==> config.mk <==
export PLATFORM = sky130hd
export DESIGN_NAME = cht_mod
export DESIGN_NICKNAME = d
export VERILOG_FILES = /design/src/rtl/cht_pkg.sv /design/src/rtl/cht_mod.sv
export SDC_FILE = /design/constraint.sdc
export NUM_CORES = 1
export LEC_CHECK = 0
export BUFFER_PORTS_ARGS = -buffer_cell sky130_fd_sc_hd__buf_4
export CORE_AREA = 5 5 74 76
export CTS_CLUSTER_DIAMETER = 30
export DETAILED_ROUTE_END_ITERATION = 10
export DIE_AREA = 0 0 79 81
export HOLD_SLACK_MARGIN = 0.06
export PLACE_DENSITY_LB_ADDON = 0.05
export SLEW_MARGIN = 20
export SYNTH_ARGS = -nofsm -noshare
export SYNTH_HDL_FRONTEND = slang
export SYNTH_SLANG_ARGS = --single-unit
==> constraint.sdc <==
create_clock -name clk -period 2.4 [get_ports clk]
set_input_delay 0.12 -clock clk [delete_from_list [all_inputs] [get_ports clk]]
set_output_delay 0.12 -clock clk [all_outputs]
set_load 0.01 [all_outputs]
==> src/rtl/cht_pkg.sv <==
package cht_pkg;
	localparam int BUCKETS = 32;
	localparam int NODES = 64;
	localparam int DEFAULT_BUCKETS = 4;
	localparam int BW = $clog2(BUCKETS);
	localparam int NW = $clog2(NODES);
	localparam int LW = NW + 1;
	localparam int KEY_W = 31;
	localparam int VAL_W = 32;
	localparam int CFG_W = 6;
	localparam int NODE_W = KEY_W + VAL_W + LW;

	typedef logic [LW-1:0] link_t;

	typedef enum logic [1:0] {
		OP_FIND   = 2'd0,
		OP_INSERT = 2'd1,
		OP_DELETE = 2'd2,
		OP_NONE   = 2'd3
	} op_t;

	typedef enum logic [1:0] {
		ST_OK        = 2'd0,
		ST_NOT_FOUND = 2'd1,
		ST_EXISTS    = 2'd2,
		ST_FULL      = 2'd3
	} status_t;

	localparam link_t NULL_LINK = link_t'(NODES);
endpackage

==> src/rtl/cht_mod.sv <==
module cht_mod
	import cht_pkg::*;
(
	input  logic             clk,
	input  logic             arst_n,
	input  logic             go,
	input  logic [KEY_W-1:0] key,
	input  logic [BW:0]      divisor,
	output logic             done,
	output logic [BW-1:0]    rem
);
	localparam int CW = $clog2(KEY_W + 1);

	logic [KEY_W-1:0] quo_q;
	logic [BW:0]      rem_q;
	logic [CW-1:0]    cnt_q;
	logic             run_q;
	logic [BW+1:0]    trial;

	assign trial = {rem_q, quo_q[KEY_W-1]};
	assign rem = rem_q[BW-1:0];

	always_ff @(posedge clk or negedge arst_n) begin
		if (!arst_n) begin
			run_q <= 1'b0;
			done <= 1'b0;
			cnt_q <= '0;
		end else begin
			done <= 1'b0;
			if (go) begin
				run_q <= 1'b1;
				cnt_q <= '0;
			end else if (run_q) begin
				cnt_q <= cnt_q + 1'b1;
				if (cnt_q == CW'(KEY_W - 1)) begin
					run_q <= 1'b0;
					done <= 1'b1;
				end
			end
		end
	end

	always_ff @(posedge clk) begin
		if (go) begin
			quo_q <= key;
			rem_q <= '0;
		end else if (run_q) begin
			quo_q <= {quo_q[KEY_W-2:0], 1'b0};
			if (trial >= {1'b0, divisor}) begin
				rem_q <= (BW+1)'(trial - {1'b0, divisor});
			end else begin
				rem_q <= trial[BW:0];
			end
		end
	end
endmodule

==> results.rst, run 1 <==
.. list-table::
   :header-rows: 1

   * - Metric
     - Value
   * - Worst r2r src
     - rem_q[3]
   * - Number of sinks on the clock net
     - 44
   * - Crit path DAT
     - 2.16 ns
   * - Leading area contributor after synthesis
     - edfxtp_1
   * - Crit-path cells
     - ha_1 -> a21oi_1 -> o21ai_1 -> a41oi_4 -> or4b_1 -> o311ai_1
   * - Global routing met3 resource utilization
     - 0.0443
   * - Global Route met2 Usage
     - 0.226
   * - Number of search-and-repair iterations in the first detailed-routing pass
     - 4
   * - Final #Nets
     - around 260
   * - Net Count, Synth
     - roughly 220
   * - Filler Cell Count
     - 413
   * - Cell row count
     - 25
   * - Maximum achievable frequency
     - a little over 500 MHz
   * - Number of instances in the synthesized netlist
     - around 170
   * - Top fanout value on the critical path
     - 9
   * - First-pass GRT wire length
     - between 6000 and 7000 µm
   * - Worst Path Required
     - 2.59 ns
   * - Total CTS buffers
     - 5
   * - Library cell contributing the largest single delay on the critical path
     - or4b_1
   * - Critical Setup Path Class
     - reg2reg
   * - Final-report hold violation count
     - 0
   * - Area inside the core boundary
     - approximately 4700 µm²
   * - Buffers from clock root to sink, at most
     - 2
   * - Mux cell area share after synthesis
     - 0.163
   * - Register bit total from synthesis
     - 44
   * - Fin crit share
     - 0.819
   * - Design Area, Final
     - roughly 2700 µm²
   * - Antenna violations before repair
     - 0
   * - Finished Core Util
     - 0.578
   * - CTS H-tree lvls
     - 2
   * - Routability-driven placement congestion ratio
     - between 0.8 and 0.9
   * - Buffers added on ports
     - between 40 and 50
   * - Average instance area after synthesis
     - 13.1 µm²
   * - Largest net degree at the start of global routing
     - 48
   * - Final critical delay including setup and external delays
     - just under 2 ns
   * - Post-detailed-route wirelength per cell
     - approximately 15 µm
   * - Critical path launch point type
     - flop
   * - RSZ-0062 raised after global routing
     - false
   * - Maximum ir drop on the vdd rail
     - approximately 0.44 mV
   * - Final HPWL from detailed placement
     - around 2900 µm
   * - Type of the tightest min-delay check
     - in2reg
   * - GR Layer Usage met1
     - 0.153
   * - Total die area
     - 6400 µm²
   * - Worst Hold Launch
     - key[0]
   * - Clock tree from TritonCTS
     - built
   * - Proportion of netlist area held by the largest area contributor
     - 0.414
   * - Count of pins over their slew limit
     - 0
   * - Slew margin rel.
     - 0.537
   * - Synthesized-area fraction occupied by xor and xnor cells
     - 0.0272
   * - Worst skew pair latency
     - slightly below 0.3 ns
   * - Worst Hold Margin
     - between 0.1 and 0.15 ns
   * - Number of maximum-capacitance constraint violations
     - 0
   * - CTS clk-pin slew, worst paths
     - around 0.08 ns
   * - Vias after detailed routing
     - 1409
   * - Drt drc
     - 0
   * - DRC violation total after the first TritonRoute iteration
     - 76
   * - Final setup viols
     - 0
   * - Number of enable flip-flop cells after synthesis
     - 31
   * - Total gr overflow
     - 0
   * - Global routing usage summed across all routing layers
     - 0.131
   * - Die Span Y
     - between 80 and 90 µm
   * - Warnings from Yosys
     - 0
   * - Final clock skew
     - about 0.0052 ns
   * - Root Driver
     - clkbuf_8
   * - Die Width
     - a little under 80 µm
   * - Area after detailed placement
     - about 2600 µm²
   * - Setup bufs post-CTS
     - 0
   * - CP endpoint kind
     - flop
   * - Diode insertion count for antenna repair
     - 0
   * - Total standard cell area after synthesis
     - about 2300 µm²
   * - Combinational family with the most area after synthesis
     - multiplexers
   * - Via-to-Cell Ratio
     - approximately 5.3
   * - Busiest metal layer after global routing
     - met2
   * - Layout cell share with drive strength beyond 1
     - 0.411
   * - Relative area change from synthesis to final layout
     - 19.7%
   * - Max stage delay on crit path
     - ~0.52 ns
   * - Commonest register cell after synthesis
     - edfxtp_1
   * - Remaining number of nets flagged by the antenna check after routing
     - 0
   * - Share of synthesized cell area in full adder, half adder and majority cells
     - 0.0589
   * - Number of global-route vias before repair
     - ~1500
   * - Summed negative setup slack over all endpoints
     - 0 ns
   * - Cells taking the most area after synthesis
     - edfxtp_1 (41%), mux2_2 (15%), dfrtp_1 (7.8%), dfxtp_1 (5.3%), ha_1 (5.0%)
   * - Total I/O pin count
     - 46
   * - Synthesized-area fraction occupied by ao, oa, aoi and oai cells
     - 0.0700
   * - Async set or reset register ratio after synthesis
     - 0.159
   * - Initial standard-cell utilization of the core
     - 0.483
   * - Unique masters post-synth
     - between 40 and 50
   * - Leakage
     - 0.00114 µW
   * - Origin of the worst setup path
     - rem_q[3]
   * - Proportion of synthesized chip area in sequential cells
     - 0.545
   * - Pwr per Cell Area
     - ~810 nW/µm²
   * - Run status
     - complete, no violations
   * - Simple-Gate Fraction of Synth Area
     - 0.0812
   * - Worst-Margin Slew
     - approximately 0.7 ns
   * - Detailed Route WL
     - between 3000 and 4000 µm
## layout make-up
cell class	instances	area, µm²	area share
Clock buffer	7	76.3	0.0283
Clock inverter	1	30.0	0.0111
Inverter	10	37.5	0.0139
Multi-Input combinational cell	105	902	0.335
Sequential cell	44	1230	0.455
Tap cell	54	67.6	0.0251
Timing Repair Buffer	47	355	0.132
## what timing repair did
action / CTS / global route
endpoints found under the hold margin: 7 / 0
hold buffers: 1 / 0
gates resized for setup: 0 / 0
## per-layer routing
metal,up-vias,wire [µm]
met5,-,0
met4,0,68
met3,7,228
met2,30,1960
met1,668,1650
li1,704,-
## worst max-delay path, delay by kind of cell, from the launching register on
| family | cells | cell delay, ns |
|---|---|---|
| simple gates | 1 | 0.52 |
| compound gates | 4 | 0.57 |
| flops | 1 | 0.35 |
| fa+ha+maj | 1 | 0.43 |
## flip-flops by register name, summed over array words and instances (netlist names)
signal	cells
quo_q	31
done	1
rem_q	6
cnt_q	5
run_q	1
## metrics by stage
step	power (µW)	worst slack, ns	cells
CTS	2200	0.450	268
global placement	1620	0.532	259
global route	2310	0.320	268
floorplan	1510	0.607	172
finish	2180	0.434	268
detailed placement	1640	0.499	259
## kinds of logic after synthesis
logic type	Yosys count
compound gates	19
mux	33
xor+xnor	7
simple gates	36
flops	44
buf+inv	23
fa+ha+maj	10
## cell usage in the layout, fill, tap and decap left out, types with 2 or more instances in the layout
cell,Yosys,layout
nand2_1,4,4
buf_4,7,46
xor2_1,5,5
nand4_1,3,3
edfxtp_1,31,31
a211oi_1,4,4
mux2_2,30,30
xnor2_1,2,2
inv_1,10,10
ha_1,9,9
nor2_1,16,16
clkbuf_1,3,2
a21oi_1,5,5
dfxtp_1,6,6
nand2b_1,2,2
mux2i_1,3,3
clkbuf_8,0,5
dfrtp_1,7,7
## Yosys cell counts (all sizes together) (3+ instances only)
| cell | count |
|---|---|
| ha | 9 |
| a21oi | 5 |
| inv | 10 |
| buf | 10 |
| nand4 | 3 |
| mux2i | 3 |
| xor2 | 5 |
| dfxtp | 6 |
| clkbuf | 3 |
| nand2 | 5 |
| nor2 | 16 |
| edfxtp | 31 |
| mux2 | 30 |
| a211oi | 4 |
| o21ai | 3 |
| dfrtp | 7 |
## power breakdown
group,leakage [µW],internal (µW),total (µW),switching (µW)
clock,0.0000524,312,551,239
sequential,0.000470,919,980,61.2
combinational,0.000622,332,645,313
total,0.00114,1560,2180,613
## path summary, 6_finish.rpt
path	endpoint	slack, ns	cells past startpoint
setup / recovery	rem_q[1]	0.43	6
hold / removal	quo_q[0]	0.12	2
setup reg to reg	rem_q[1]	0.43	6
hold reg to reg	rem_q[5]	0.53	2
max in group asynchronous	cnt_q[1]	2.10	2
min in group asynchronous	cnt_q[4]	0.18	2
Power figures use the tool's default switching activity.
==> run 2: changes to the inputs <==
- clock period: 2.4 -> 1.8 ns (I/O delays scaled with it)
==> run 2 against run 1 <==
Compared with the run above:
- maximum frequency up 9.8%
- cell count up 4.9%
- clock-buffer cell count stayed put
- critical path type unchanged
- critical endpoint is now rem_q[4]
- critical path depth up 2
- setup slack lost 0.43 ns
- sequential share of layout area down 2.4 points
- die area is the same
- largest cell class unchanged
- non-clock buffer count increased by 12
==> results.rst, run 2 (synthesized netlist as in run 1, its figures left out) <==
.. list-table::
   :header-rows: 1

   * - Metric
     - Value
   * - Final clock skew
     - 0.00699 ns (+0.00176 ns)
   * - Total CTS buffers
     - 5 (unchanged)
   * - Initial standard-cell utilization of the core
     - 0.483 (unchanged)
   * - Top reg by flops
     - quo_q
   * - Worst Hold Launch
     - key[0]
   * - Clock tree from TritonCTS
     - built
   * - Worst r2r src
     - quo_q[30]
   * - Final critical delay including setup and external delays
     - 1.79 ns (-0.175 ns)
   * - Remaining number of nets flagged by the antenna check after routing
     - 0 (unchanged)
   * - Cell row count
     - 25 (unchanged)
   * - Final #Nets
     - 276 (+4.9%)
   * - Layout cell share with drive strength beyond 1
     - 0.502 (+0.0910)
   * - Final HPWL from detailed placement
     - 2960 µm (+3.7%)
   * - Number of maximum-capacitance constraint violations
     - 0 (unchanged)
   * - Run status
     - complete, no violations
   * - Diode insertion count for antenna repair
     - 0 (unchanged)
   * - Final setup viols
     - 0 (unchanged)
   * - Most common cell after layout, fill and taps aside
     - buf_4
   * - Critical Setup Path Class
     - reg2reg
   * - End of the worst register-to-register path
     - rem_q[4]
   * - CTS H-tree lvls
     - 2 (unchanged)
   * - Die Width
     - 79 µm (unchanged)
   * - Pwr per Cell Area
     - 1070 nW/µm² (+33%)
   * - Maximum achievable frequency
     - 558 MHz (+9.8%)
   * - Detailed Route WL
     - 4330 µm (+11%)
   * - Area after detailed placement
     - 2660 µm² (+3.2%)
   * - Buffers added on ports
     - 45 (unchanged)
   * - Filler Cell Count
     - 372 (-9.9%)
   * - Die Span Y
     - 81 µm (unchanged)
   * - Depth of the worst register-to-register path
     - 8 (+2)
   * - Number of search-and-repair iterations in the first detailed-routing pass
     - 3 (-1)
   * - Drt drc
     - 0 (unchanged)
   * - Design Area, Final
     - 2850 µm² (+5.8%)
   * - Slew margin rel.
     - 0.643 (+0.106)
   * - Max reg flops
     - 31 (unchanged)
   * - Number of sinks on the clock net
     - 44 (unchanged)
   * - Total gr overflow
     - 0 (unchanged)
   * - Final-report hold violation count
     - 0 (unchanged)
   * - Most used cells in the layout excluding fill and tap cells
     - buf_4 (58), edfxtp_1 (31), mux2_2 (30)
   * - Total die area
     - 6400 µm² (unchanged)
   * - Total design power
     - 3060 µW (+41%)
   * - First-pass GRT wire length
     - 6980 µm (+6.7%)
   * - Worst-Margin Slew
     - 0.536 ns (-0.158 ns)
   * - CP endpoint kind
     - flop
   * - Top Registers
     - quo_q (31), rem_q (6), cnt_q (5)
   * - Worst Path Required
     - 2.01 ns (-0.58 ns)
   * - Crit path DAT
     - 2.00 ns (-0.16 ns)
   * - Maximum ir drop on the vdd rail
     - 0.467 mV (+7.1%)
   * - Summed negative setup slack over all endpoints
     - 0 ns (unchanged)
   * - Fin crit share
     - 0.995 (+0.176)
   * - Relative area change from synthesis to final layout
     - 26.7%
   * - Buffers from clock root to sink, at most
     - 2 (unchanged)
   * - Post-detailed-route wirelength per cell
     - 15.4 µm (+5.6%)
   * - Vias after detailed routing
     - 1485 (+5.4%)
   * - Critical path launch point type
     - flop
   * - Global routing usage summed across all routing layers
     - 0.141 (+0.0101)
   * - Number of global-route vias before repair
     - 1550 (+6.5%)
   * - DRC violation total after the first TritonRoute iteration
     - 51 (-33%)
   * - Total I/O pin count
     - 46 (unchanged)
   * - Hold Crit Depth
     - 2 (unchanged)
   * - Finished Core Util
     - 0.612 (+0.0336)
   * - End of the worst hold path
     - quo_q[0]
   * - Worst skew pair latency
     - 0.29 ns (about the same)
   * - Routability-driven placement congestion ratio
     - 0.837 (-3.4%)
   * - CTS clk-pin slew, worst paths
     - 0.09 ns (about the same)
   * - Largest net degree at the start of global routing
     - 48 (unchanged)
   * - Area inside the core boundary
     - 4660 µm² (unchanged)
   * - Antenna violations before repair
     - 0 (unchanged)
   * - Type of the tightest min-delay check
     - in2reg
   * - Leakage
     - 0.00120 µW (+4.7%)
   * - Via-to-Cell Ratio
     - 5.28 (+0.52%)
   * - Top fanout value on the critical path
     - 3 (-6)
   * - R2r setup slk
     - 0.009 ns (-0.43 ns)
   * - RSZ-0062 raised after global routing
     - true
   * - Root Driver
     - clkbuf_8
   * - Count of pins over their slew limit
     - 0 (unchanged)
==> run 2: cell types whose count changed in the layout (fill, tap and decap cells not counted), sizes merged <==
cell and delta:
a41oi +1, buf +12, bufinv -1, clkinv +1
==> run 2: layout make-up <==
cell class,instances,area [µm²],area share
flip-flops and latches,44,1230,0.431
inverters,10,37.5,0.0132
multi-input cells,106,987,0.346
well taps,54,67.6,0.0237
repair buffers,59,445,0.156
clock inverters,1,8.76,0.00307
clock buffers,7,76.3,0.0268
==> run 2: worst max-delay path by stage <==
stage / from / end / slack (ns)
after CTS: quo_q[30] / rem_q[4] / -0.001
after global routing: quo_q[30] / rem_q[4] / -0.07
after global placement: quo_q[30] / rem_q[4] / -0.03
after detailed placement: quo_q[30] / rem_q[4] / -0.07
final: quo_q[30] / rem_q[4] / 0.009
after floorplan: quo_q[30] / rem_q[4] / 0.007
==> run 2: timing repair <==
action,CTS,global route
setup endpoints to repair,6,6
setup buffers,0,1
hold endpoints to repair,7,0
resized for setup,4,12
pin swaps,2,5
hold buffers,1,0
cloned,0,1
==> run 2: worst max-delay path, stage by stage (launching register included) <==
cell and delay (ns):
edfxtp_1 0.34, inv_2 0.05, ha_4 0.15, fa_2 0.34
or2b_1 0.24, a21oi_2 0.13, xor2_1 0.14, mux2i_1 0.08
a211oi_1 0.22
==> run 2: layer usage <==
metal / up-vias / GRT usage / share of wire
li1: 727 / - / -
met1: 712 / 0.160 / 0.40
met2: 36 / 0.240 / 0.52
met3: 10 / 0.0554 / 0.061
met4: 0 / 0.0584 / 0.021
met5: - / 0 / 0
==> run 2: stage by stage <==
step	hold slack, ns	setup WS [ns]	cells
6_report	0.0906	0.00872	281
5_1_grt	0.0800	-0.0706	281
4_1_cts	0.0827	-0.00140	279
2_1_floorplan	-0.206	0.00671	172
3_3_place_gp	-0.0982	-0.0280	270
3_5_place_dp	-0.0902	-0.0699	270
==> run 2: power by group <==
group / leakage [µW] / switching [µW] / internal [µW] / total (µW)
combinational: 0.000686 / 538 / 605 / 1140
sequential: 0.000470 / 75.3 / 1230 / 1300
clock: 0.0000424 / 336 / 278 / 614
total: 0.00120 / 950 / 2110 / 3060
